<file path="src/design/sfia_pkg.sv">
// ----------------------------------------------------------------------------
// sfia_pkg
// Shared types and constants for the strided flat index to address block.
// ----------------------------------------------------------------------------
package sfia_pkg;

    localparam int MAX_DIMS = 4;
    localparam int DIM_REGS = 4;
    localparam int DIM_IW   = (MAX_DIMS > 1) ? $clog2(MAX_DIMS) : 1;
    localparam int IDX_W    = 32;
    localparam int OFF_W    = 48;
    localparam int BYTE_W   = 51;
    localparam int ADDR_W   = 6;
    localparam int DATA_W   = 64;
    // One pass per dimension: 32 division steps and one closing cell.
    localparam int PASS_LEN = IDX_W + 1;
    localparam int CHAIN_LEN = MAX_DIMS * PASS_LEN;

    localparam logic [2:0] REG_BASE  = 3'd0;
    localparam logic [2:0] REG_NDIMS = 3'd1;
    localparam logic [2:0] REG_COUNT = 3'd2;
    localparam logic [2:0] REG_BYTES = 3'd3;
    localparam logic [2:0] REG_DIM0  = 3'd4;
    localparam logic [2:0] REG_DIM1  = 3'd5;
    localparam logic [2:0] REG_DIM2  = 3'd6;
    localparam logic [2:0] REG_DIM3  = 3'd7;

    typedef struct packed {
        logic [31:0]                 base;
        logic [2:0]                  num_dims;
        logic [31:0]                 count;
        logic [3:0]                  bytes;
        logic [MAX_DIMS-1:0][31:0]   size;
        logic [MAX_DIMS-1:0][31:0]   stride;
    } t_cfg;

    typedef struct packed {
        logic                          valid;
        logic                          in_range;
        logic [IDX_W-1:0]              rest;
        logic [IDX_W-1:0]              work;
        logic [IDX_W-1:0]              rem;
        logic [IDX_W-1:0]              quo;
        logic [MAX_DIMS-1:0][IDX_W-1:0] digit;
    } t_cell;

endpackage

</file>
<file path="src/design/sfia_pass_cell.sv">
// ----------------------------------------------------------------------------
// sfia_pass_cell
// Closes one dimension: stores its digit and restarts the division on the
// quotient for the next dimension outward.
// ----------------------------------------------------------------------------
module sfia_pass_cell (
    input  logic                        i_clk,
    input  logic                        i_rst_n,
    input  logic                        i_adv,
    input  logic                        i_active,
    input  logic [sfia_pkg::DIM_IW-1:0] i_dim,
    input  logic [31:0]                 i_size,
    input  sfia_pkg::t_cell             i_cell,
    output sfia_pkg::t_cell             o_cell
);
    import sfia_pkg::*;

    logic             r_valid;
    t_cell            r_data;
    t_cell            n_data;
    logic [IDX_W-1:0] next_rest;

    always_comb begin
        n_data    = i_cell;
        next_rest = i_cell.rest;
        if (i_active) begin
            // A zero size takes the whole remaining index as its digit.
            if (i_size == '0) begin
                n_data.digit[i_dim] = i_cell.rest;
                next_rest           = '0;
            end else begin
                n_data.digit[i_dim] = i_cell.rem;
                next_rest           = i_cell.quo;
            end
        end
        n_data.rest = next_rest;
        n_data.work = next_rest;
        n_data.rem  = '0;
        n_data.quo  = '0;
    end

    always_ff @(posedge i_clk) begin
        if (!i_rst_n) begin
            r_valid <= 1'b0;
        end else if (i_adv) begin
            r_valid <= i_cell.valid;
        end
    end

    always_ff @(posedge i_clk) begin
        if (i_adv) begin
            r_data <= n_data;
        end
    end

    always_comb begin
        o_cell       = r_data;
        o_cell.valid = r_valid;
    end

endmodule

</file>
<file path="config.mk">
export PLATFORM = sky130hd
export DESIGN_NAME = sfia_pass_cell
export DESIGN_NICKNAME = d
export VERILOG_FILES = /design/src/design/sfia_pkg.sv /design/src/design/sfia_pass_cell.sv
export SDC_FILE = /design/constraint.sdc
export NUM_CORES = 1
export LEC_CHECK = 0
export ABC_AREA = 1
export BUFFER_PORTS_ARGS = -buffer_cell sky130_fd_sc_hd__buf_2
export CAP_MARGIN = 10
export CORE_AREA = 5 5 211 213
export DETAILED_ROUTE_END_ITERATION = 8
export DIE_AREA = 0 0 216 218
export GPL_TIMING_DRIVEN = 0
export HOLD_SLACK_MARGIN = 0.1
export PLACE_DENSITY = 0.56
export SLEW_MARGIN = 5
export SYNTH_ARGS = -nofsm -noshare
export SYNTH_HDL_FRONTEND = slang
export SYNTH_SLANG_ARGS = --single-unit
export TNS_END_PERCENT = 50
</file>
<file path="constraint.sdc">
create_clock -name i_clk -period 1.3 [get_ports i_clk]
set_clock_uncertainty 0.05 [all_clocks]
set_input_delay 0.065 -clock i_clk [delete_from_list [all_inputs] [get_ports i_clk]]
set_output_delay 0.065 -clock i_clk [all_outputs]
set_load 0.03 [all_outputs]
</file>
# ---- After elaboration in Yosys (flattened, before gate mapping)
# Cells that the tools add are included.
dict set report word_totals {
  inputBits 296
  out_inout_bits 258
  mem_bits_ro 0
  reg_bits 162
  mem_bits_rw 0
  memories 0
  wordCells 19
  latch_bits 0
}
dict set report classes {
  n_reduce_logical 2
  n_shift 0
  n_addsub 0
  n_lt_le_gt_ge 2
  n_eq_ne 0
  muxes 8
  n_mul 0
  n_bitwise 0
  div_mod_pow 0
}
# op n
set op_table {}
lappend op_table {{bitwise mux 128 bit} 2}
lappend op_table {{2-to-1 mux 128 bit} 2}
lappend op_table {{2-to-1 mux 32 bit} 3}
lappend op_table {{demux 32 bit (select 2 bit)} 1}
lappend op_table {{zero test 32 bit} 1}
lappend op_table {{< comparator 2 x 3 -> 1 bit (second input constant)} 1}
lappend op_table {{greater-or-equal comparator 2 x 1 -> 1 bit (second input constant)} 1}
lappend op_table {{logical AND 1 bit} 1}

# ---- Depth between registers and ports, before layout
dict set report depth {
  word_depth 7
  ltp_mapped 11
  ltp_nobuf 8
}

# ---- Worst setup path before layout
# Ideal clock, no wire load.
dict set report synth_timing {
  kind {input to register}
  from {input i_size[11]}
  to {register r_data (netlist bit o_cell[100]) (data pin)}
  arrival_ns 1.111
  path_slack_ns -0.115
  path_buffers 3
  stages 11
  setup_ns 0.254
  t_required_ns 0.996
  path_cell_list {nor2_1 > nand2_1 > nor2_1 > nand2_1 > buf_2 > nor2_4 > buf_6 > buf_6 > nand2_1 > nand3_1 > nand2_1}
}
# element line
set synth_rtl {}
lappend synth_rtl {{from (decl)} sfia_pass_cell.sv:12} ;# input logic [31:0] i_size,
lappend synth_rtl {{to (signal assigned)} sfia_pass_cell.sv:52} ;# r_data <= n_data;
lappend synth_rtl {{to (decl)} sfia_pass_cell.sv:19} ;# t_cell r_data;

==> impl_metrics.csv <==
group,metric,value,unit
outcome,status,"complete, but fails checks",
outcome,violations,"negative setup slack",
timing,worst_slew_pin_slew,0.873,ns
cts,root_buffer,"clkbuf_16",
layout,syn_to_final_growth,63.6,%
floorplanning,io_pins,554,
critical_path,crit_slowest_cell,"buf_8",
detailed_routing,routed-via-count,15200,
detailed_routing,via_per_inst,4.92,
critical_path,start_kind,"primary input",
yosys,ys.flop_type,"edfxtp_1",
critical_path,crit_path_max_fanout,6,
grt,grt_pass1_vias,15300,
critical_path,critical_path.startpoint,"i_size[2]",
critical_path,cp_data_required_time,1.46,ns
timing,fin_tns_setup,-7.45,ns
pwr,peakVddDrop,0.842,mV
yosys,ys_seq_elements,162,
detailed_routing,remaining_drc_errors,0,
cts,insertion_delay,0.46,ns
run,max_cap_viol_count,0,
floorplanning,core,0.0425,sq mm
yosys,synth_area_leaders,"edfxtp_1 40%, nand2_1 16%, o21ai_0 8.5%, inv_1 7.0%, buf_4 6.0%",
critical_path,r2r_setup_slack,0.35,ns
timing,finalCritPeriodShare,1.08,
yosys,syn_area_per_cell,7.00,sq um
detailed_routing,drt_first_pass_iters,6,
yosys,synth-edff-count,161,
critical_path,crit_cells,13,
critical_path,crit_type,"primary input to register",
layout,stdcell_area,0.0198,sq mm
floorplanning,fp.dieW,216,um
cts,cts_buffers,17,
timing,grt_setup_unrepaired,"yes",
critical_path,crit_top_cell,"nand2_2",
timing,maxSlewHeadroom,0.418,
yosys,ys_types,21,
critical_path,reg2reg_to,"r_valid",
yosys,ys_async_sr_fraction,0,
yosys,synth.yosys.seq_area_share,0.400,
grt,grt_max_degree,98,
place,place_area,0.0154,sq mm
pwr,leakage,9.79,nW
timing,setup_violations,122,
floorplanning,std_cell_rows,76,
critical_path,arrival,1.57,ns
place,gp_congestion,0.907,
yosys,synth.top_cell.area_share,0.398,
yosys,netlist_instances,1733,
detailed_routing,drt_iter0_drc,1433,
cts,cts_tree,"built",
layout,drive_gt1_frac,0.327,
layout,finish.net_count,2818,
yosys,ys_warn_count,0,
layout,final-seq-area,0.00485,sq mm
critical_path,rr_worst_depth,3,
detailed_routing,antenna_left,0,
pwr,power,18.1,mW
timing,timing.fmax,709,MHz
layout,multi_input_area,0.00596,sq mm
cts,cts_buffer_depth,2,
cts,h-tree-depth,4,
timing,drv_slew,0,
hold_path,worst_hold_path_type,"primary input to register",
timing,finalWorstSetupSlack,-0.110,ns
critical_path,path_delay_family,"simple AND/OR/NAND/NOR gates",
critical_path,crit-reg2reg-launch,"r_valid",
place,dp_hpwl,47600,um
timing,hold_ws,0.0159,ns
hold_path,holdPathEnd,"o_cell[126]",
critical_path,path_cells,"buf_6, nor2_1, nand2_1, nor2_2, nand2_2, buf_8, nor2_4, buf_6, buf_12, buf_8, nand2_2, nand3_2, nand2_2",
yosys,synth_top_area_cell,"edfxtp_1",
yosys,yosys-top-cells-count,"524 x nand2_1, 226 x inv_1, 205 x o21ai_0",
cts,clkTransAtPathRegs,0.06,ns
critical_path,endpoint_kind,"register",
floorplanning,die_area,0.0471,sq mm
cts,clkSinkCount,162,
timing,hold_violations,0,
grt,grt_use_total,0.265,
layout,nFillCells,4213,
timing,period_minus_slack,1.41,ns
yosys,yosysMostFrequentCell,"nand2_1",
yosys,syn_area,0.0121,sq mm
detailed_routing,wire_per_inst,21.6,um
hold_path,worstHoldStart,"i_adv",
floorplanning,initial_core_util,0.285,
grt,grt_pass1_wl,93700,um
floorplanning,die_y,218,um
hold_path,holdPathStages,1,
grt,antenna_found_initial,3,
place,io_buffer_count,457,
detailed_routing,drt-total-wl,66500,um
pwr,power_density,912,mW/mm^2
critical_path,slowest_delay,0.16,ns
critical_path,crit_buf_inv,5,
grt,overflow,0,
[where the power goes]
| group | switching [mW] | internal, mW | leakage, nW |
|---|---|---|---|
| clock network | 2.37 | 3.20 | 0.294 |
| logic | 3.78 | 2.21 | 7.92 |
| registers | 0.197 | 6.35 | 1.58 |
[cell usage in the layout (no fill, tap or decap), drive strengths merged]
cell,instances
nand3,128
inv,230
buf,619
o21bai,64
dlymetal6s4s,1
nor2,54
o22ai,32
or2,1
clkbuf,95
dlygate4sd3,227
conb,64
bufinv,4
nand2,524
a21oi,65
clkinvlp,2
clkinv,6
dfxtp,1
edfxtp,161
o21ai,257
diode,2
[per-stage QoR]
| step | setup WS, ns | utilization | instances |
|---|---|---|---|
| detailed placement | -1.11 | 0.362 | 2800 |
| global placement | -2.28 | 0.361 | 2799 |
| floorplan | -0.0598 | - | 1796 |
| finish | -0.110 | 0.467 | 3083 |
| global route | -0.165 | 0.467 | 3082 |
| CTS | -0.113 | 0.446 | 3073 |
[layout make-up]
| class | count | share of cell area |
|---|---|---|
| diodes | 2 | 0.000252 |
| plain buffers | 216 | 0.0820 |
| inverters | 227 | 0.0429 |
| multi-input cells | 1189 | 0.300 |
| well taps | 546 | 0.0344 |
| clock inverters | 15 | 0.00939 |
| clock buffers | 17 | 0.0214 |
| flip-flops and latches | 162 | 0.245 |
| repair buffers | 709 | 0.265 |
[sequential cells by signal, summed over array words and instances, names as in the netlist]
signal	cells
r_valid	1
o_cell	161
[worst max-delay path by stage]
stage / end / slack, ns
floorplan: o_cell[100] / -0.06
global placement: o_cell[70] / -2.28
detailed placement: o_cell[253] / -1.11
CTS: o_cell[57] / -0.11
global route: o_cell[106] / -0.17
finish: o_cell[49] / -0.11
[metal layers]
metal / share of wire / global-route usage
met5: 0.00011 / 0
met4: 0.043 / 0.123
met3: 0.072 / 0.0416
met2: 0.49 / 0.456
met1: 0.40 / 0.329
[worst reg2reg max path, delay by kind of cell (launching register included)]
kind	cells	cell delay (ns)
flip-flops	1	0.32
buffers and inverters	1	0.27
AO/OA/AOI/OAI	2	0.20
[cells by family (layout without fill, tap and decap cells)]
| group | after synthesis | count (layout) | synth area share |
|---|---|---|---|
| AOI/OAI and AO/OA | 418 | 418 | 0.189 |
| buffers and inverters | 445 | 1184 | 0.178 |
| DFF | 162 | 162 | 0.400 |
| other | 1 | 66 | 0.000309 |
| and+or+nand+nor | 707 | 707 | 0.233 |
[repair_timing]
item                                    CTS  global route
endpoints found under the hold margin   226            65
hold buffers                            227             1
gates cloned                              4             8
pin swaps                                13            56
setup buffers                            11             3
resized for setup                       171           243
endpoints found under the setup margin  181           184
Note: power is estimated with default switching activity, not from simulation.
