$ cat src/design/sfia_pkg.sv
// ----------------------------------------------------------------------------
// sfia_pkg
// Shared types and constants for the strided flat index to address block.
// ----------------------------------------------------------------------------
package sfia_pkg;

    localparam int MAX_DIMS = 4;
    localparam int DIM_REGS = 4;
    localparam int DIM_IW   = (MAX_DIMS > 1) ? $clog2(MAX_DIMS) : 1;
    localparam int IDX_W    = 32;
    localparam int OFF_W    = 48;
    localparam int BYTE_W   = 51;
    localparam int ADDR_W   = 6;
    localparam int DATA_W   = 64;
    // One pass per dimension: 32 division steps and one closing cell.
    localparam int PASS_LEN = IDX_W + 1;
    localparam int CHAIN_LEN = MAX_DIMS * PASS_LEN;

    localparam logic [2:0] REG_BASE  = 3'd0;
    localparam logic [2:0] REG_NDIMS = 3'd1;
    localparam logic [2:0] REG_COUNT = 3'd2;
    localparam logic [2:0] REG_BYTES = 3'd3;
    localparam logic [2:0] REG_DIM0  = 3'd4;
    localparam logic [2:0] REG_DIM1  = 3'd5;
    localparam logic [2:0] REG_DIM2  = 3'd6;
    localparam logic [2:0] REG_DIM3  = 3'd7;

    typedef struct packed {
        logic [31:0]                 base;
        logic [2:0]                  num_dims;
        logic [31:0]                 count;
        logic [3:0]                  bytes;
        logic [MAX_DIMS-1:0][31:0]   size;
        logic [MAX_DIMS-1:0][31:0]   stride;
    } t_cfg;

    typedef struct packed {
        logic                          valid;
        logic                          in_range;
        logic [IDX_W-1:0]              rest;
        logic [IDX_W-1:0]              work;
        logic [IDX_W-1:0]              rem;
        logic [IDX_W-1:0]              quo;
        logic [MAX_DIMS-1:0][IDX_W-1:0] digit;
    } t_cell;

endpackage

$ cat src/design/sfia_div_cell.sv
// ----------------------------------------------------------------------------
// sfia_div_cell
// One restoring division step: brings in one dividend bit, yields one
// quotient bit.
// ----------------------------------------------------------------------------
module sfia_div_cell (
    input  logic            i_clk,
    input  logic            i_rst_n,
    input  logic            i_adv,
    input  logic [31:0]     i_size,
    input  sfia_pkg::t_cell i_cell,
    output sfia_pkg::t_cell o_cell
);
    import sfia_pkg::*;

    logic        r_valid;
    t_cell       r_data;
    t_cell       n_data;
    logic [32:0] trial;
    logic [32:0] diff;
    logic        ge;

    always_comb begin
        trial  = {i_cell.rem, i_cell.work[IDX_W-1]};
        diff   = trial - {1'b0, i_size};
        ge     = trial >= {1'b0, i_size};
        n_data = i_cell;
        // When the trial is below the size it fits in 32 bits.
        n_data.rem  = ge ? diff[31:0] : trial[31:0];
        n_data.work = {i_cell.work[IDX_W-2:0], 1'b0};
        n_data.quo  = {i_cell.quo[IDX_W-2:0], ge};
    end

    always_ff @(posedge i_clk) begin
        if (!i_rst_n) begin
            r_valid <= 1'b0;
        end else if (i_adv) begin
            r_valid <= i_cell.valid;
        end
    end

    always_ff @(posedge i_clk) begin
        if (i_adv) begin
            r_data <= n_data;
        end
    end

    always_comb begin
        o_cell       = r_data;
        o_cell.valid = r_valid;
    end

endmodule

$ cat config.mk
export PLATFORM = sky130hd
export DESIGN_NAME = sfia_div_cell
export DESIGN_NICKNAME = d
export VERILOG_FILES = /design/src/design/sfia_pkg.sv /design/src/design/sfia_div_cell.sv
export SDC_FILE = /design/constraint.sdc
export NUM_CORES = 1
export LEC_CHECK = 0
export BUFFER_PORTS_ARGS = -buffer_cell sky130_fd_sc_hd__buf_4
export CORE_AREA = 5 5 214 216
export CTS_CLUSTER_SIZE = 16
export DETAILED_ROUTE_END_ITERATION = 7
export DIE_AREA = 0 0 219 221
export SLEW_MARGIN = 5
export SYNTH_ARGS = -nofsm -noshare
export SYNTH_HDL_FRONTEND = slang
export SYNTH_SLANG_ARGS = --single-unit
$ cat constraint.sdc
create_clock -name i_clk -period 7.1 [get_ports i_clk]
set_input_delay 0.71 -clock i_clk [delete_from_list [all_inputs] [get_ports i_clk]]
set_output_delay 0.71 -clock i_clk [all_outputs]
set_load 0.05 [all_outputs]
Word level (Yosys, flattened, before mapping)

Index checks and enable logic that the tools add are counted.

Order comparisons: 1
Muxes and demuxes: 1
Add/subtract/negate cells: 1

Operators by type and width:

| cell                                             | count |
|---|---|
| 33-bit by 32-bit >= comparator with 1-bit output | 1 |
| 32-bit two-way mux                               | 1 |
| 32-bit subtractor                                | 1 |

Register bits: 257

Longest topological paths before layout

Gate-level depths: netlist (run 1).

Depth in word-level cells: 2
Depth in mapped cells: 13

Worst setup path before layout (run 1)

OpenSTA, ideal clock, no wires.

Path kind: in2reg
Start: input port i_size[7]
End: register r_data (netlist bit o_cell[173]) (data pin)
Data arrival time: 3223 ps
Slack: 3615 ps
Stages: 12
Setup time: 262 ps
Path through: inv_1 > ha_1 > buf_2 > nand4_1 > or4_1 > a21oi_1 > nor3_1 > a211oi_2 > o21ai_2 > o31ai_4 > buf_4 > mux2_1

RTL lines:

| what                 | RTL line            | text |
|---|---|---|
| from (decl)          | sfia_div_cell.sv:10 | `input logic [31:0] i_size,` |
| to (signal assigned) | sfia_div_cell.sv:44 | `r_data <= n_data;` |
| to (decl)            | sfia_div_cell.sv:17 | `t_cell r_data;` |

==> results, run 1 <==
- The run finished with clean final reports.
- Before antenna repair, the detailed router went through 4 iterations.
- The synthesized net count is 931.
- At the pin with the least slew margin, the transition time is 0.883 ns.
- Once the clock tree was built, the resizer swapped 0 gates to a different size.
- The clock-pin transition on the worst setup and hold timing paths is 0.06 ns.
- The number of buffers created by CTS is 30.
- Final hold analysis gives a worst-case slack of 0.326 ns.
- The final period utilization is 0.566.
- The via count of the first global-routing pass is 7563.
- The top cell type by total area after synthesis is edfxtp_1.
- The count of nets left with antenna violations once routing finished came out at 0.
- The first routing iteration left 474 violations.
- The root cell of the clock tree is clkbuf_16.
- Synthesis produced 605 cells.
- Summed over all nets, the switching power comes to 1.42 mW.
- The area of the die is 48400 um2.
- The worst pin sits at a relative slew slack of 0.411.
- The buffer depth of the longest clock path is 3.
- The post-route minimum period is 4.02 ns.
- For this configuration, the core starts out at a cell density of 0.227.
- The nature of the critical path startpoint is an input pin.
- In this run the cell area of the synthesized design comes to 9950 um2.
- The post-detailed-route DRC marker count is 0.
- The internal portion of the total power is 3.00 mW.
- The fmax is 249 MHz.
- The cell repeated most along the worst path is buf_4.
- Measured along the x axis, the die boundary spans 219 um.
- The clock net in this run drives a total of 257 sinks.
- The number of violations of the max-capacitance limit is 0.
- Using the TritonRoute via totals, the vias-per-cell ratio works out to 4.18.
- In this run the tool buffered the top-level ports with 548 buffer cells.
- The library cell used most frequently in the layout, excluding fill and tap cells, is buf_4.
- The largest net degree at the start of global routing is 158.
- VDD sags by at most 0.156 mV.
- The standard cell core area is 43700 um2.
- After the last flow step, the layout net total stands at 1494.
- Yosys mapped a number of flops with a built-in enable equal to 256.
- The cell count of the worst hold path is 1.
- The share of synthesized area in the top cell type comes to 0.773.
- Setup repair after global routing left no endpoint under its margin.
- In the final layout, the multi-input gates occupy 2000 um2.
- The combinational share of power is 0.247.
- The global-route total usage across every layer is 0.142.
- The number of cells on the worst reg-to-reg path is 2.
- The power density relative to cell area is 282 nW/um2.
- The average routed wire per standard cell is 20.8 um.
- In the final layout, the share of cells above drive strength 1 is 0.510.
- The mean cell area of the mapped netlist is 16.4 um2.
- Walking the worst path, the cells encountered are buf_4 > ha_1 > nand4_1 > or4_1 > a21oi_1 > nor3_1 > a211oi_2 > o21ai_2 > o31ai_4 > buf_4 > mux2_2.
- The synthesized design contains 257 register bits.
- The initial antenna violation count is 2.
- The height of the die is 221 um.
- From synthesis to final layout, the design area changed by 57.6%.
- STA puts the critical path data required time at 7.40 ns.
- The post-synthesis sequential area ratio is 0.775.
- On the worst path, the slowest cell contributes a delay of 0.64 ns.
- The site row count is 77.
- The arrival time reported for the critical path endpoint is 4.32 ns.
- The type of the tightest min-delay check is input pin to flop.
- The share of total power dissipated in the clock network is 0.330.
- Summed over all layers, the routed wires come to 37200 um.
- The leftover overflow at the end of global routing is 0.
- TritonCTS built the clock tree.
- Between clock sinks in the finished design, the worst skew comes to 0 ns.
- The first global-routing pass estimated 52100 um of wire.
- The share of power burned in registers is 0.423.
- The type of the worst setup path is input pin to flop.
- The number of fill cells is 4319.
- By area the synthesized netlist is led by edfxtp_1, ha_1, a21oi_1.
- The proportion of synthesized flip-flops having asynchronous set or reset is 0.
- 551 I/O pins were placed.
- Adding up every negative setup slack in the final design gives 0 ns.
- The library cells used most frequently in the layout, excluding fill and tap cells, are buf_4, edfxtp_1, a21oi_1.
- The CTS H-tree depth is 1.
- The setup slack of the most critical reg-to-reg path is 6.50 ns.
- Summed over all cells, the static leakage comes to 6.69 nW.
- The sequential cell area in the final layout is 7710 um2.
- The buffer count from post-CTS setup fixing is 0.
- The number of hold-slack violations in the final timing report is 0.
- The slowest stage of the critical path is the o31ai_4 cell.
- The hold buffer count at cts is 0.
- The top flip-flop cell by instance count after synthesis is edfxtp_1.
- The insertion delay of the later-clocked pin in the worst-skew pair is 0.55 ns.
- In this run the worst path has a maximum fanout of 38.
- The HPWL after detailed placement is 29500 um.
- Detailed routing inserted a total of 7460 vias.
- The switching share of power is 0.321.
- The final weighted congestion in routability-driven placement is 0.807.
- During synthesis, Yosys emitted a total of 0 warnings.
- The number of different library cells used by synthesis comes to 49.
- The max-slew violation count is 0.
- STA classifies the critical path endpoint as a flop.
- The final setup violation count is 0.
- The post-route total power is 4.42 mW.
## cell families after synthesis
kind of cell,share of synthesized area
adders and majority gates,0.0423
xor gates and xnor gates,0.0238
DFF,0.775
buffers and inverters,0.0245
and+or+nand+nor,0.0462
muxes,0.0143
other,0.000377
AOI/OAI and AO/OA,0.0739
## cell usage after synthesis, drive strengths merged (3+ instances only)
| cell | instances |
|---|---|
| nor2 | 36 |
| clkbuf | 6 |
| o211ai | 4 |
| buf | 13 |
| xnor2 | 16 |
| a211oi | 4 |
| nor4 | 4 |
| o21a | 6 |
| a21o | 12 |
| inv | 38 |
| xor2 | 11 |
| mux2 | 10 |
| nand2b | 4 |
| o21ai | 17 |
| nand2 | 27 |
| nor2b | 3 |
| o21bai | 3 |
| mux2i | 3 |
| a21oi | 54 |
| nand3 | 8 |
| edfxtp | 256 |
| nand4 | 7 |
| a31oi | 5 |
| ha | 32 |
## flip-flops by register name, summed over array words and instances, names as in the netlist
name,count
r_valid,1
o_cell,256
## worst paths after layout
check                             from                    end
setup / recovery           i_cell[174]  o_cell[164]$_DFFE_PP_
hold / removal              i_cell[21]   o_cell[21]$_DFFE_PP_
setup reg to reg  r_valid$_SDFFE_PN0P_   r_valid$_SDFFE_PN0P_
hold reg to reg   r_valid$_SDFFE_PN0P_   r_valid$_SDFFE_PN0P_
## metal layers
metal  global-route usage  vias up  part of all wire
met4               0.0312        0             0.020
met2                0.261      341              0.52
li1                     -     3422                 -
met1                0.161     3649              0.36
met3               0.0466       48             0.096
met5                    0        -                 0
## cell type report
type / instances / share of cell area
clock buffer: 33 / 0.0486
sequential: 257 / 0.492
clock inverter: 23 / 0.0112
antenna: 2 / 0.000319
timing repair buffer: 550 / 0.265
multi-input combinational: 291 / 0.127
inverter: 38 / 0.00910
tap: 592 / 0.0472
## power by group through the flow
stage	clock network (mW)	logic [mW]	registers, mW
2_1_floorplan	0	0.180	2.37
5_1_grt	1.60	1.14	1.88
4_1_cts	1.52	1.11	1.87
6_report	1.46	1.09	1.87
3_5_place_dp	0	1.10	1.90
3_3_place_gp	0	1.10	1.90
## worst max-delay path, delay by kind of cell
family	cells	cell delay, ns
multiplexers	1	0.39
AO/OA/AOI/OAI	4	1.25
adder cells (fa/ha/maj)	1	0.43
buffers and inverters	2	0.62
AND/OR/NAND/NOR	3	0.86
## per-stage QoR
stage	cells	area (um2)	utilization	setup slack, ns
after floorplan	605	9950	-	3.61
after global placement	1728	14700	0.337	2.59
after detailed placement	1728	14700	0.337	2.58
after CTS	1784	15700	0.358	3.16
after global routing	1784	15700	0.358	2.85
final	1786	15700	0.358	3.08
No activity file was read; power rests on OpenSTA's default activity.
==> run 2: changes to the inputs <==
==> constraint.sdc (replaced) <==
create_clock -name i_clk -period 3.5 [get_ports i_clk]
set_input_delay 0.35 -clock i_clk [delete_from_list [all_inputs] [get_ports i_clk]]
set_output_delay 0.35 -clock i_clk [all_outputs]
set_load 0.05 [all_outputs]
==> run 2 against run 1 <==
  * Hold slack worse by 0.27 ns
  * Clock skew stayed put
  * Cell area is 16% higher
  * Utilization increased by 5.7 points
  * Clock power grew 100%
  * Wire length grew 13%
  * Critical path depth up 1
  * Die area stayed put
  * Non-clock buffer count increased by 254
  * Register-to-register slack got worse by 3.7 ns
  * Via count up 16%
  * Critical endpoint is now o_cell[190]$_DFFE_PP_
==> results, run 2 (synthesis results as in run 1) <==
- Dividing the final minimum period by the clock period gives 0.853.
- The post-route total power is 9.24 mW.
- The commonest non-fill, non-tap cell in the layout is buf_4.
- 551 I/O pins were placed.
- Compared with the post-synthesis result, the final layout area differs by 82.5%.
- The initial antenna violation count is 8.
- The number of optimization iterations in the first detailed-route pass is 7.
- The die is 219 um wide.
- In this run the post-CTS setup repair buffer count came out at 0.
- The fmax is 335 MHz.
- The register with the most flip-flops in the layout has 256 of them.
- Traced cell by cell, the critical path runs through buf_4 > ha_1 > fa_1 > nand2b_1 > a21oi_1 > o21ai_0 > o311a_1 > a31oi_1 > a21oi_1 > o41ai_1 > xor2_1 > mux2_1.
- The power density relative to cell area is 509 nW/um2.
- For this run, the slowest stage of the critical path takes 0.41 ns.
- The final standard cell area without fillers is 18200 um2.
- The die covers 48400 um2.
- On the critical path the largest part of the delay comes from compound AO/OA/AOI/OAI gates.
- In this run the standard cell core region covers 43700 um2.
- In this run the number of H-tree levels came out at 1.
- The antenna violation net count after detailed routing is 0.
- Setup repair after global routing left no endpoint under its margin.
- The run finished with clean final reports.
- VDD sags by at most 0.307 mV.
- The number of vias per cell is 4.23.
- The max-slew violation count is 0.
- The required time at the endpoint of the critical path is 3.81 ns.
- The congestion estimate from routability-driven global placement came to 0.849.
- The tree built by TritonCTS fans out to 257 sinks.
- The total of cells resized after clock tree synthesis is 0.
- The number of placed instances, taps included, is 1759.
- The type of the worst setup path is input pin to flop.
- The path class of the tightest hold or removal check is input pin to flop.
- The average routed wire per standard cell is 20.5 um.
- In this run, post-CTS hold repair placed 223 buffers.
- In this run the static leakage power is 7.75 nW.
- For the worst-skew pair, the clock arrives at the later sink with an insertion delay of 0.55 ns.
- The cell repeated most along the worst path is a21oi_1.
- STA classifies the critical path startpoint as an input pin.
- Leaving out fill and tap cells, the most frequent cells in the layout are buf_4, edfxtp_1, dlygate4sd3_1.
- The final routed wirelength across all metal layers is 41900 um.
- The kind of end point of the critical path is a flop.
- Entering global routing, the biggest net connects 94 pins.
- The worst path meets setup with 0.514 ns of slack.
- The root cell of the clock tree is clkbuf_16.
- For this run, design rule violations remaining after detail routing come to 0.
- The arrival time reported for the critical path endpoint is 3.29 ns.
- Counting I/O delays and the setup requirement, the final critical path takes 2.99 ns.
- The final layout net count is 1747.
- The leftover overflow at the end of global routing is 0.
- The number of buffers created by CTS is 29.
- The detailed router finished its first iteration with 646 violations.
- The measured slew at the worst slew-check pin is 0.778 ns.
- The count of input and output buffers is 548.
- Hold is met by 0.0579 ns.
- The final route contains 8632 vias.
- The clock-pin transition on the worst setup and hold timing paths is 0.06 ns.
- The first-pass GRT wire length is 58900 um.
- The HPWL after detailed placement is 30500 um.
- The initial core utilization is 0.227.
- The CTS tree is yes.
- The longest clock path from root to sink contains 3 buffers.
- Across the run, the number of max-cap violations was 0.
- Of all nets on the critical path, the largest fanout is 3.
- The height of the die is 221 um.
- Summing all placed instances gives a cell area of 15000 um2.
- On the final layout, the worst clock skew is 0 ns.
- The slowest cell on the critical path is fa_1.
- For this run, the total global-route usage over all layers was measured as 0.161.
- The number of buffers and inverters on the critical path is 1.
- The via count of the first global-routing pass is 8971.
- Before CTS, the worst setup slack after placement is -0.0354 ns.
- Once layout is complete, the cells apart from fillers number 2042.
- Of the cells placed in the final design, the portion with a size suffix greater than 1 is 0.439.
- Setup violations remaining at the end of the flow were counted as 0.
- The worst slew margin relative to its limit is 0.481.
- The number of hold-slack violations in the final timing report is 0.
- In this run the core area contains 77 standard-cell rows.
-- run 2: cell count changes in the layout (fill, tap and decap cells not counted), sizes merged --
cell and delta:
clkbuf -1, dlygate4sd3 +223, inv -1, bufinv +1
clkinvlp +1, diode +5, buf +31, clkinv -3
-- run 2: metrics by stage --
stage	setup TNS, ns	util
4_1_cts	0	0.415
5_1_grt	0	0.415
3_5_place_dp	-0.0354	0.343
3_3_place_gp	-0.0260	0.343
6_report	0	0.415
2_1_floorplan	0	-
-- run 2: worst paths after layout --
check,cells after the start,slack [ns],from,endpoint
setup / recovery,12,0.51,i_size[0],o_cell[190]$_DFFE_PP_
hold / removal,2,0.06,i_rst_n,r_valid$_SDFFE_PN0P_
setup reg to reg,2,2.85,r_valid$_SDFFE_PN0P_,r_valid$_SDFFE_PN0P_
hold reg to reg,2,0.59,r_valid$_SDFFE_PN0P_,r_valid$_SDFFE_PN0P_
-- run 2: per-layer routing --
metal / wire [um] / GRT usage
met1: 15300 / 0.177
met2: 21300 / 0.288
met3: 3370 / 0.0452
met4: 1870 / 0.0667
met5: 24 / 0
-- run 2: power breakdown --
| part | switching [mW] | internal (mW) | leakage [nW] |
|---|---|---|---|
| registers | 0.0912 | 3.71 | 2.51 |
| clock network | 1.26 | 1.66 | 0.439 |
| logic | 1.59 | 0.924 | 4.80 |
-- run 2: area by class of cell --
| type | instances | area, um2 |
|---|---|---|
| diodes | 7 | 17.5 |
| clock buffers | 32 | 737 |
| clock inverters | 21 | 161 |
| fillers | 4024 | 25600 |
| inverters | 38 | 143 |
| multi-input cells | 291 | 2000 |
| flip-flops and latches | 257 | 7710 |
| well taps | 592 | 741 |
| repair buffers | 804 | 6650 |
