## src/design/sfia_pkg.sv

```systemverilog
// ----------------------------------------------------------------------------
// sfia_pkg
// Shared types and constants for the strided flat index to address block.
// ----------------------------------------------------------------------------
package sfia_pkg;

    localparam int MAX_DIMS = 4;
    localparam int DIM_REGS = 4;
    localparam int DIM_IW   = (MAX_DIMS > 1) ? $clog2(MAX_DIMS) : 1;
    localparam int IDX_W    = 32;
    localparam int OFF_W    = 48;
    localparam int BYTE_W   = 51;
    localparam int ADDR_W   = 6;
    localparam int DATA_W   = 64;
    // One pass per dimension: 32 division steps and one closing cell.
    localparam int PASS_LEN = IDX_W + 1;
    localparam int CHAIN_LEN = MAX_DIMS * PASS_LEN;

    localparam logic [2:0] REG_BASE  = 3'd0;
    localparam logic [2:0] REG_NDIMS = 3'd1;
    localparam logic [2:0] REG_COUNT = 3'd2;
    localparam logic [2:0] REG_BYTES = 3'd3;
    localparam logic [2:0] REG_DIM0  = 3'd4;
    localparam logic [2:0] REG_DIM1  = 3'd5;
    localparam logic [2:0] REG_DIM2  = 3'd6;
    localparam logic [2:0] REG_DIM3  = 3'd7;

    typedef struct packed {
        logic [31:0]                 base;
        logic [2:0]                  num_dims;
        logic [31:0]                 count;
        logic [3:0]                  bytes;
        logic [MAX_DIMS-1:0][31:0]   size;
        logic [MAX_DIMS-1:0][31:0]   stride;
    } t_cfg;

    typedef struct packed {
        logic                          valid;
        logic                          in_range;
        logic [IDX_W-1:0]              rest;
        logic [IDX_W-1:0]              work;
        logic [IDX_W-1:0]              rem;
        logic [IDX_W-1:0]              quo;
        logic [MAX_DIMS-1:0][IDX_W-1:0] digit;
    } t_cell;

endpackage

```

## src/design/sfia_cfg.sv

```systemverilog
// ----------------------------------------------------------------------------
// sfia_cfg
// APB register file holding the view description.
// ----------------------------------------------------------------------------
module sfia_cfg (
    input  logic                         i_clk,
    input  logic                         i_rst_n,
    input  logic                         psel,
    input  logic                         penable,
    input  logic                         pwrite,
    input  logic [sfia_pkg::ADDR_W-1:0]  paddr,
    input  logic [sfia_pkg::DATA_W-1:0]  pwdata,
    output logic [sfia_pkg::DATA_W-1:0]  prdata,
    output logic                         pready,
    output sfia_pkg::t_cfg               o_cfg
);
    import sfia_pkg::*;

    t_cfg       r_cfg;
    logic [2:0] idx;
    logic       wr;

    assign idx    = paddr[ADDR_W-1:3];
    assign wr     = psel & penable & pwrite;
    assign pready = 1'b1;
    assign o_cfg  = r_cfg;

    always_ff @(posedge i_clk) begin
        if (!i_rst_n) begin
            r_cfg.base     <= '0;
            r_cfg.num_dims <= '0;
            r_cfg.count    <= 32'd1;
            r_cfg.bytes    <= 4'd4;
            for (int d = 0; d < MAX_DIMS; d++) begin
                r_cfg.size[d]   <= 32'd1;
                r_cfg.stride[d] <= 32'd1;
            end
        end else if (wr) begin
            case (idx)
                REG_BASE:  r_cfg.base     <= pwdata[31:0];
                REG_NDIMS: r_cfg.num_dims <= pwdata[2:0];
                REG_COUNT: r_cfg.count    <= pwdata[31:0];
                REG_BYTES: r_cfg.bytes    <= pwdata[3:0];
                default: begin
                    for (int d = 0; d < MAX_DIMS; d++) begin
                        if (d < DIM_REGS && idx == 3'(REG_DIM0 + 3'(d))) begin
                            r_cfg.size[d]   <= pwdata[63:32];
                            r_cfg.stride[d] <= pwdata[31:0];
                        end
                    end
                end
            endcase
        end
    end

    always_comb begin
        prdata = '0;
        case (idx)
            REG_BASE:  prdata = {32'd0, r_cfg.base};
            REG_NDIMS: prdata = {61'd0, r_cfg.num_dims};
            REG_COUNT: prdata = {32'd0, r_cfg.count};
            REG_BYTES: prdata = {60'd0, r_cfg.bytes};
            default: begin
                for (int d = 0; d < MAX_DIMS; d++) begin
                    if (d < DIM_REGS && idx == 3'(REG_DIM0 + 3'(d))) begin
                        prdata = {r_cfg.size[d], r_cfg.stride[d]};
                    end
                end
            end
        endcase
    end

endmodule

```

## config.mk

```make
export PLATFORM = sky130hd
export DESIGN_NAME = sfia_cfg
export DESIGN_NICKNAME = d
export VERILOG_FILES = /design/src/design/sfia_pkg.sv /design/src/design/sfia_cfg.sv
export SDC_FILE = /design/constraint.sdc
export NUM_CORES = 1
export LEC_CHECK = 0
export BUFFER_PORTS_ARGS = -buffer_cell sky130_fd_sc_hd__buf_4
export CORE_MARGIN = 5
export CORE_UTILIZATION = 45
export DETAILED_ROUTE_END_ITERATION = 10
export GPL_TIMING_DRIVEN = 0
export HOLD_SLACK_MARGIN = 0.02
export PLACE_DENSITY = 0.72
export REMOVE_ABC_BUFFERS = 1
export SLEW_MARGIN = 20
export SYNTH_ARGS = -nofsm -noshare
export SYNTH_HDL_FRONTEND = slang
export SYNTH_SLANG_ARGS = --single-unit
export TNS_END_PERCENT = 1
```

## constraint.sdc

```tcl
create_clock -name i_clk -period 2.72 [get_ports i_clk]
set_input_delay 0.68 -clock i_clk [delete_from_list [all_inputs] [get_ports i_clk]]
set_output_delay 0.68 -clock i_clk [all_outputs]
set_load 0.01 [all_outputs]
```

# Word level (Yosys, flattened, before mapping)
# Index checks and enable logic that the tools add are counted.
[totals]
input_bits = 75
reg_bits = 327
[classes]
n_mux = 5
bitwise = 3
n_eq_ne = 7
reduce_logical = 10
[op_table]
columns = ["operator", "count"]
rows = [
  ["$mux W64", 4],
  ["$pmux W64 S4", 1],
  ["$eq A3 B3 Y1 const B", 4],
  ["$reduce_and A3 Y1", 4],
  ["$reduce_and A2 Y1", 4],
  ["$eq A3 B2 Y1 const B", 2],
  ["$reduce_or A4 Y1", 1],
  ["$eq A3 B1 Y1 const B", 1],
  ["$logic_not A3 Y1", 1],
  ["$and A1 B1 Y1", 2],
  ["$not A1 Y1", 1],
]

# Depth between registers and ports, before layout
# Gate-level depths: netlist of the first run.
[logic_depth]
depth_word = 6
depth_mapped = 7
mapped_depth_nobuf = 3

# Least setup slack after synthesis of the first run
# No wires, ideal clock.
[synth_path]
path_type = "in2out"
start = "input paddr[3] (netlist bit)"
end = "output prdata[33] (netlist bit)"
cell_stages = 4
arrival_time_ps = 1819
t_required_ps = 2040
path_slack_ps = 221
path_cell_list = "buf_4 buf_2 mux4_2 and2_1"
[synth_via]
elab_chain_cells = 6
[synth_lines]
columns = ["element", "line_no", "text"]
rows = [
  ["start, declared", "sfia_cfg.sv:11", "input logic [sfia_pkg::ADDR_W-1:0] paddr,"],
  ["$eq A3 B3 Y1", "sfia_cfg.sv:65", "if (d < DIM_REGS && idx == 3'(REG_DIM0 + 3'(d))) begin"],
  ["$mux W64 (4 in a row)", "sfia_cfg.sv:65", ""],
  ["$pmux W64 S4 *", "sfia_cfg.sv:58", "case (idx)"],
  ["end, declared", "sfia_cfg.sv:13", "output logic [sfia_pkg::DATA_W-1:0] prdata,"],
]
# Every way passes the cells marked *; elsewhere a longest branch is shown, timed or not.

# Final worst setup path of the first run
[layout_path]
start = "input paddr[5] (netlist bit)"
end = "output prdata[8] (netlist bit)"
# The elaborated chain is that of the path after synthesis.

==> impl_metrics.sql, run 1 <==
INSERT INTO impl_metrics (metric_group, metric, value, unit) VALUES
('worst_setup_path', 'r2r_start', 'o_cfg[260]', ''),
('finish', 'proportion_of_layout_cells_with_a_drive_suffix_above_1', '34.1', '%'),
('run', 'maxCapViolations', '0', ''),
('min_path', 'timing.hold.worst_path_depth', '2', ''),
('run_status', 'run_status', 'complete, no violations', ''),
('timing', 'final-hold-violation-count', '0', ''),
('clock_tree', 'cts_num_sinks', '327', ''),
('floorplan', 'floorplan.die_area', '0.0358', 'mm2'),
('timing', 'maxSlewViolCount', '0', ''),
('worst_setup_path', 'reg2regPathDepth', '2', ''),
('timing', 'timing.max_slew.rel_slack', '44.2', '%'),
('finish', 'nNetsFinal', '1881', ''),
('power_and_ir_drop', 'irDropWorstVdd', '492', 'uV'),
('synthesis', 'avgSynthCellArea', '10.3', 'um2'),
('finish', 'post-route-cell-area', '0.0196', 'mm2'),
('clock_tree', 'cts-root-to-sink-buffers', '3', ''),
('worst_setup_path', 'cp-startpoint', 'paddr[5]', ''),
('timing', 'finClkSkew', '0', 'ps'),
('timing', 'fmax', '0.377', 'GHz'),
('timing', 'hold_slack', '471', 'ps'),
('drt', 'post_drt_via_cell_ratio', '5.46', ''),
('worst_setup_path', 'top_delay_family_on_crit_path', 'buffers and inverters', ''),
('worst_setup_path', 'path_buf_inv', '3', ''),
('clock_tree', 'clock-root-buffer', 'sky130_fd_sc_hd__clkbuf_16', ''),
('floorplan', 'placement_rows', '65', ''),
('finish', 'areaGrowthSynthToFinish', '35.6', '%'),
('synthesis', 'synth_sequential_area_ratio', '45.3', '%'),
('worst_setup_path', 'cp_slowest_cell', 'sky130_fd_sc_hd__nor2_4', ''),
('synthesis', 'yosys.cell_types.count', '31', ''),
('drt', 'remaining_antenna_violation_count_after_routing', '0', ''),
('finish', 'largest_reg_flops', '327', ''),
('power_and_ir_drop', 'cellPowerDensity', '535', 'mW/mm2'),
('timing', 'rsz0062_at_grt', 'no', ''),
('global_routing', 'vias_in_the_first_global_route', '12400', ''),
('worst_setup_path', 'cp.required', '2040', 'ps'),
('worst_setup_path', 'rrSetupSlack', '1990', 'ps'),
('global_routing', 'grt_first_pass_wirelength', '73.2', 'mm'),
('worst_setup_path', 'crit_cells', '6', ''),
('clock_tree', 'postCtsSetupBuffers', '0', ''),
('drt', 'vias', '12200', ''),
('drt', 'final_routed_wirelength_across_all_metal_layers', '48.6', 'mm'),
('worst_setup_path', 'crit_path_max_incr_delay', '490', 'ps'),
('clock_tree', 'cts_htree_levels', '2', ''),
('timing', 'timing.final.crit_period', '2650', 'ps'),
('synthesis', 'synthesis.yosys.warnings', '0', ''),
('placement', 'buffers_on_ports', '462', ''),
('timing', 'worstMarginPinSlew', '835', 'ps'),
('placement', 'dp.final_hpwl', '33.4', 'mm'),
('min_path', 'hold_end', 'o_cfg[280]', ''),
('power_and_ir_drop', 'intPower', '8.12', 'mW'),
('synthesis', 'netlist_area_pre_place', '0.0145', 'mm2'),
('global_routing', 'grt_antenna_before_repair', '2', ''),
('drt', 'routedWlPerCell', '21.7', 'um'),
('synthesis', 'yosys_register_bits', '327', ''),
('clock_tree', 'clock_latency_at_the_later_pin_of_the_worst_skew_pair', '500', 'ps'),
('floorplan', 'coreArea', '0.0316', 'mm2'),
('floorplan', 'die_width', '189', 'um'),
('synthesis', 'syn_inst', '1398', ''),
('placement', 'dpl_cell_area', '0.0183', 'mm2'),
('placement', 'gpl.final_weighted_congestion', '0.824', ''),
('clock_tree', 'clk_pin_slew', '60', 'ps'),
('worst_setup_path', 'timing.critical_path.to_type', 'output port', ''),
('power_and_ir_drop', 'net-switching-power', '2.37', 'mW'),
('global_routing', 'grt_overflow_total', '0', ''),
('drt', 'dr.pass1.iters', '5', ''),
('worst_setup_path', 'type_of_origin_of_the_critical_path', 'input pin', ''),
('worst_setup_path', 'r2r-end', 'o_cfg[260]', ''),
('drt', 'drt_drc_violations_left', '0', ''),
('power_and_ir_drop', 'clock_power_share', '47.0', '%'),
('finish', 'layoutNonFillerInstCount', '2236', ''),
('worst_setup_path', 'critical_path_arrival', '1970', 'ps');
[worst min-delay path: stages (launching register included)]
cell and delay [ps]:
sky130_fd_sc_hd__dfxtp_1 310, sky130_fd_sc_hd__nand2_1 60, sky130_fd_sc_hd__mux2i_1 50
[timing repair]
action	in CTS	in global routing
endpoints found under the setup margin	64	6
endpoints found under the hold margin	0	0
pin swaps	0	1
gates resized for setup	10	1
gates cloned	2	1
[how the worst max path moves through the flow]
stage	end	slack, ps
floorplan	o_cfg[161]	-570
global placement	o_cfg[287]	-3740
detailed placement	prdata[4]	-550
CTS	prdata[3]	4
global route	prdata[8]	0.4
finish	prdata[8]	70
[through the flow]
stage | TNS, ps | setup slack [ps] | power [mW]
after floorplan | -58170 | -565 | 5.20
after global placement | -838000 | -3740 | 5.60
after detailed placement | -30990 | -551 | 5.64
after CTS | 0 | 4.47 | 10.6
after global routing | 0 | 0.402 | 10.8
final | 0 | 68.4 | 10.5
[logic make-up (layout without fill, tap and decap cells)]
group | Yosys count | after routing | synth area share (%)
buffers and inverters | 117 | 551 | 4.72
and+or+nand+nor | 458 | 458 | 12.9
other | 1 | 3 | 0.0259
DFF | 327 | 327 | 45.3
AOI/OAI and AO/OA | 50 | 50 | 2.73
muxes | 445 | 445 | 34.4
[cell usage after synthesis]
master / count / area, um2
sky130_fd_sc_hd__nand2_1: 409 / 1540
sky130_fd_sc_hd__a31oi_1: 1 / 6.26
sky130_fd_sc_hd__nor2_2: 1 / 6.26
sky130_fd_sc_hd__o221ai_1: 28 / 245
sky130_fd_sc_hd__or3_1: 2 / 12.5
sky130_fd_sc_hd__dfxtp_1: 327 / 6550
sky130_fd_sc_hd__o31ai_1: 1 / 7.51
sky130_fd_sc_hd__buf_2: 29 / 145
sky130_fd_sc_hd__buf_6: 23 / 259
sky130_fd_sc_hd__nand4b_4: 1 / 23.8
sky130_fd_sc_hd__nand2b_1: 3 / 18.8
sky130_fd_sc_hd__inv_1: 4 / 15.0
sky130_fd_sc_hd__nand4_2: 1 / 12.5
sky130_fd_sc_hd__mux2_2: 33 / 372
sky130_fd_sc_hd__a211o_1: 1 / 8.76
sky130_fd_sc_hd__or2_1: 1 / 6.26
sky130_fd_sc_hd__o211ai_1: 7 / 52.6
sky130_fd_sc_hd__o21ai_0: 9 / 45.0
sky130_fd_sc_hd__nor2_1: 3 / 11.3
sky130_fd_sc_hd__mux2i_1: 374 / 3740
sky130_fd_sc_hd__nand2_2: 1 / 6.26
sky130_fd_sc_hd__or2_2: 2 / 12.5
sky130_fd_sc_hd__o221a_2: 1 / 11.3
sky130_fd_sc_hd__nor4_1: 1 / 6.26
sky130_fd_sc_hd__o311ai_0: 2 / 17.5
sky130_fd_sc_hd__buf_4: 9 / 67.6
sky130_fd_sc_hd__conb_1: 1 / 3.75
sky130_fd_sc_hd__and2_1: 32 / 200
sky130_fd_sc_hd__mux4_2: 38 / 856
sky130_fd_sc_hd__clkbuf_1: 52 / 195
sky130_fd_sc_hd__nor3_2: 1 / 10.0
[power groups by stage]
| stage | registers [mW] | clock network [mW] | logic, mW |
|---|---|---|---|
| global placement | 4.96 | 0 | 0.643 |
| floorplan | 4.97 | 0 | 0.227 |
| detailed placement | 4.96 | 0 | 0.678 |
| finish | 4.86 | 4.93 | 0.707 |
| global route | 4.86 | 5.23 | 0.754 |
| CTS | 4.86 | 5.00 | 0.703 |
[layout make-up]
type                            instances  area (um2)
Tap cell                              402         503
Multi-Input combinational cell        954        7280
Clock buffer                           53        1070
Timing Repair Buffer                  483        4050
Clock inverter                         11         139
Antenna cell                            2        5.00
Fill cell                            2576       12000
Inverter                                4        15.0
Sequential cell                       327        6550
[per-layer routing]
layer	up-vias	global-route usage, %	part of all wire [%]
met2	496	43.3	48
met4	0	7.54	2.4
met3	83	8.65	10
met1	5982	31.2	40
li1	5638	-	-
met5	-	0	0
[layout by cell type (no fill, tap or decap), drive strengths merged]
cell | synthesis | routed
a211o | 1 | 1
inv | 4 | 5
nand2b | 3 | 3
mux2i | 374 | 374
a31oi | 1 | 1
or3 | 2 | 2
dfxtp | 327 | 327
nand4b | 1 | 1
bufinv | 0 | 3
o221a | 1 | 1
nand2 | 410 | 410
clkbuf | 52 | 54
nor2 | 4 | 4
o31ai | 1 | 1
mux4 | 38 | 38
o311ai | 2 | 2
mux2 | 33 | 33
clkinv | 0 | 5
o221ai | 28 | 28
nand4 | 1 | 1
buf | 61 | 481
or2 | 3 | 3
nor3 | 1 | 1
diode | 0 | 2
and2 | 32 | 32
bufbuf | 0 | 1
o21ai | 9 | 9
nor4 | 1 | 1
conb | 1 | 1
clkinvlp | 0 | 2
o211ai | 7 | 7
(Power assumes the default switching activity.)
==> inputs of run 2 (changes only) <==
--- a/config.mk
+++ b/config.mk
@@ -5,7 +5,7 @@
 export SDC_FILE = /design/constraint.sdc
 export NUM_CORES = 1
 export LEC_CHECK = 0
-export BUFFER_PORTS_ARGS = -buffer_cell sky130_fd_sc_hd__buf_4
+export BUFFER_PORTS_ARGS = -buffer_cell sky130_fd_sc_hd__clkbuf_2
 export CORE_MARGIN = 5
 export CORE_UTILIZATION = 45
 export DETAILED_ROUTE_END_ITERATION = 10
==> run 2 against run 1 <==
Hold slack about the same. Register-to-register slack about the same. Die area unchanged. Critical endpoint is now prdata[1]. First-iteration DRC count down 38%. Critical path depth down 1. Cell count about the same. Count of clock-buffer cells in the layout down 4. Power down 2.8%. Flip-flop and latch count unchanged. Clock skew unchanged. Sequential share of layout area up 2.2 points. Via count down 0.27%.
==> impl_metrics.sql, run 2 (same netlist as run 1, synthesis figures left out) <==
INSERT INTO impl_metrics (metric_group, metric, value, unit) VALUES
('global_routing', 'grtUsageMet3', '7.63', '%'),
('global_routing', 'grt.met1_usage', '30.5', '%'),
('clock_tree', 'clock_latency_at_the_later_pin_of_the_worst_skew_pair', '500', 'ps'),
('finish', 'fill_cells', '2706', ''),
('power_and_ir_drop', 'p_leak', '9.52', 'nW'),
('timing', 'worstMarginPinSlew', '752', 'ps'),
('clock_tree', 'cts_hold_buf', '0', ''),
('drt', 'final_routed_wirelength_across_all_metal_layers', '47.6', 'mm'),
('drt', 'vias', '12200', ''),
('floorplan', 'placement_rows', '65', ''),
('global_routing', 'grt_antenna_before_repair', '4', ''),
('drt', 'remaining_antenna_violation_count_after_routing', '0', ''),
('global_routing', 'grt_max_degree', '127', ''),
('min_path', 'hold_path_startpoint', 'o_cfg[50]', ''),
('floorplan', 'die_height', '189', 'um'),
('drt', 'routedWlPerCell', '21.2', 'um'),
('worst_setup_path', 'type_of_origin_of_the_critical_path', 'input pin', ''),
('floorplan', 'die_width', '189', 'um'),
('clock_tree', 'cts_htree_levels', '2', ''),
('drt', 'drt_drc_violations_left', '0', ''),
('finish', 'final_common_cell', 'sky130_fd_sc_hd__clkbuf_2', ''),
('drt', 'dr.pass1.iters', '5', ''),
('run_status', 'run_status', 'complete, no violations', ''),
('power_and_ir_drop', 'net-switching-power', '2.38', 'mW'),
('timing', 'timing.final.crit_period', '2680', 'ps'),
('clock_tree', 'cts_num_sinks', '327', ''),
('finish', 'layoutNonFillerInstCount', '2238', ''),
('power_and_ir_drop', 'clock_power_share', '45.9', '%'),
('timing', 'maxSlewViolCount', '0', ''),
('worst_setup_path', 'cp-startpoint', 'paddr[4]', ''),
('power_and_ir_drop', 'irDropWorstVdd', '470', 'uV'),
('timing', 'finClkSkew', '0', 'ps'),
('timing', 'final_min_period_over_clock_period', '98.5', '%'),
('worst_setup_path', 'crit_path_max_incr_delay', '500', 'ps'),
('power_and_ir_drop', 'share_seq_of_total_power', '47.6', '%'),
('worst_setup_path', 'cp_max_fo', '34', ''),
('timing', 'fin_tns_setup', '0', 'ps'),
('worst_setup_path', 'timing.setup.critical_path_class', 'in2out', ''),
('min_path', 'worst_hold_check_path_type', 'reg2reg', ''),
('worst_setup_path', 'timing.critical_path.to_type', 'output port', ''),
('timing', 'final-hold-violation-count', '0', ''),
('finish', 'nNetsFinal', '1885', ''),
('finish', 'final-seq-area', '0.00655', 'mm2'),
('floorplan', 'start_util', '45.7', '%'),
('timing', 'finalSetupViolCount', '0', ''),
('global_routing', 'grt_first_pass_wirelength', '72.6', 'mm'),
('clock_tree', 'tritoncts', 'done', ''),
('power_and_ir_drop', 'cellPowerDensity', '554', 'mW/mm2'),
('drt', 'detailedRoute.firstIterationViolations', '522', ''),
('global_routing', 'grt_overflow_total', '0', ''),
('drt', 'post_drt_via_cell_ratio', '5.44', ''),
('power_and_ir_drop', 'switching_fraction_of_total_power', '23.4', '%'),
('placement', 'gpl.final_weighted_congestion', '0.809', ''),
('timing', 'timing.max_slew.rel_slack', '49.9', '%'),
('run', 'maxCapViolations', '0', ''),
('placement', 'number_of_cells_after_detailed_placement', '2168', ''),
('timing', 'rsz0062_at_grt', 'yes', ''),
('worst_setup_path', 'cp_slowest_cell', 'sky130_fd_sc_hd__mux4_2', ''),
('global_routing', 'grt_use_total', '25.2', '%'),
('timing', 'fmax', '0.373', 'GHz'),
('clock_tree', 'clk_pin_slew', '60', 'ps'),
('global_routing', 'global_route.usage.met2', '43.1', '%'),
('power_and_ir_drop', 'intPower', '7.82', 'mW'),
('floorplan', 'coreArea', '0.0316', 'mm2'),
('floorplan', 'floorplan.die_area', '0.0358', 'mm2'),
('finish', 'areaGrowthSynthToFinish', '27.4', '%'),
('power_and_ir_drop', 'share_comb_of_total_power', '6.5', '%'),
('global_routing', 'vias_in_the_first_global_route', '12400', ''),
('finish', 'multi_input_area', '0.00727', 'mm2'),
('worst_setup_path', 'critical_path_arrival', '2000', 'ps'),
('clock_tree', 'cts_inserted_buffers', '36', ''),
('worst_setup_path', 'cp.required', '2040', 'ps'),
('clock_tree', 'cts-root-to-sink-buffers', '3', ''),
('floorplan', 'ios', '467', ''),
('worst_setup_path', 'r2r_start', 'o_cfg[183]', ''),
('global_routing', 'grt.busiest_layer', 'met2', ''),
('finish', 'largest_reg_flops', '327', ''),
('placement', 'dp.final_hpwl', '32.6', 'mm'),
('finish', 'layout.cells.most_common_list', '458 x sky130_fd_sc_hd__clkbuf_2, 408 x sky130_fd_sc_hd__nand2_1, 374 x sky130_fd_sc_hd__mux2i_1', ''),
('clock_tree', 'clock-root-buffer', 'sky130_fd_sc_hd__clkbuf_16', ''),
('finish', 'proportion_of_layout_cells_with_a_drive_suffix_above_1', '34.2', '%'),
('worst_setup_path', 'critical_path.cell_chain', 'clkbuf_16 -> buf_16 -> mux4_2 -> mux2_2 -> clkbuf_2', ''),
('placement', 'buffers_on_ports', '462', '');
==> run 2: worst paths after layout <==
check                    end  slack [ps]  cells after the start
hold / removal     o_cfg[50]         470                      2
setup reg to reg  o_cfg[183]        1990                      2
hold reg to reg    o_cfg[50]         470                      2
setup / recovery   prdata[1]          40                      5
==> run 2: final cells by class <==
type	count	area share, %
repair buffers	487	16.0
clock buffers	49	5.60
flip-flops and latches	327	35.5
multi-input cells	954	39.5
inverters	4	0.0815
diodes	3	0.0408
well taps	402	2.73
clock inverters	12	0.503
==> run 2: layer usage <==
metal	wire length, um	vias up
li1	-	5658
met2	23000	527
met3	4510	109
met4	1300	2
met1	18700	5870
met5	13	-
==> run 2: worst max-delay path: cells and delay by family <==
family   cells  cell delay (ps)
buf+inv      3              540
mux          2              770
==> run 2: through the flow <==
step / hold slack, ps / util [%] / instance area [um2] / total power [mW] / setup WS, ps
finish: 470 / 58.2 / 18400 / 10.2 / 39.6
global route: 481 / 58.2 / 18400 / 10.6 / -2.42
CTS: 467 / 57.9 / 18300 / 10.3 / -133
detailed placement: 460 / 54.1 / 17100 / 5.59 / -828
global placement: 454 / 52.5 / 16600 / 5.57 / -5370
floorplan: 488 / - / 13800 / 5.20 / -565
==> run 2: power groups by stage <==
stage,logic [mW],clock network (mW),registers [mW]
finish,0.662,4.68,4.86
global route,0.710,5.00,4.86
CTS,0.646,4.77,4.86
detailed placement,0.626,0,4.96
global placement,0.611,0,4.96
floorplan,0.227,0,4.97
==> run 2: what timing repair did <==
action                     CTS  global route
setup endpoints to repair  114            31
pin swaps                    0             0
buffers inserted             0             2
gates resized for setup      5             3
cloned                       2             2
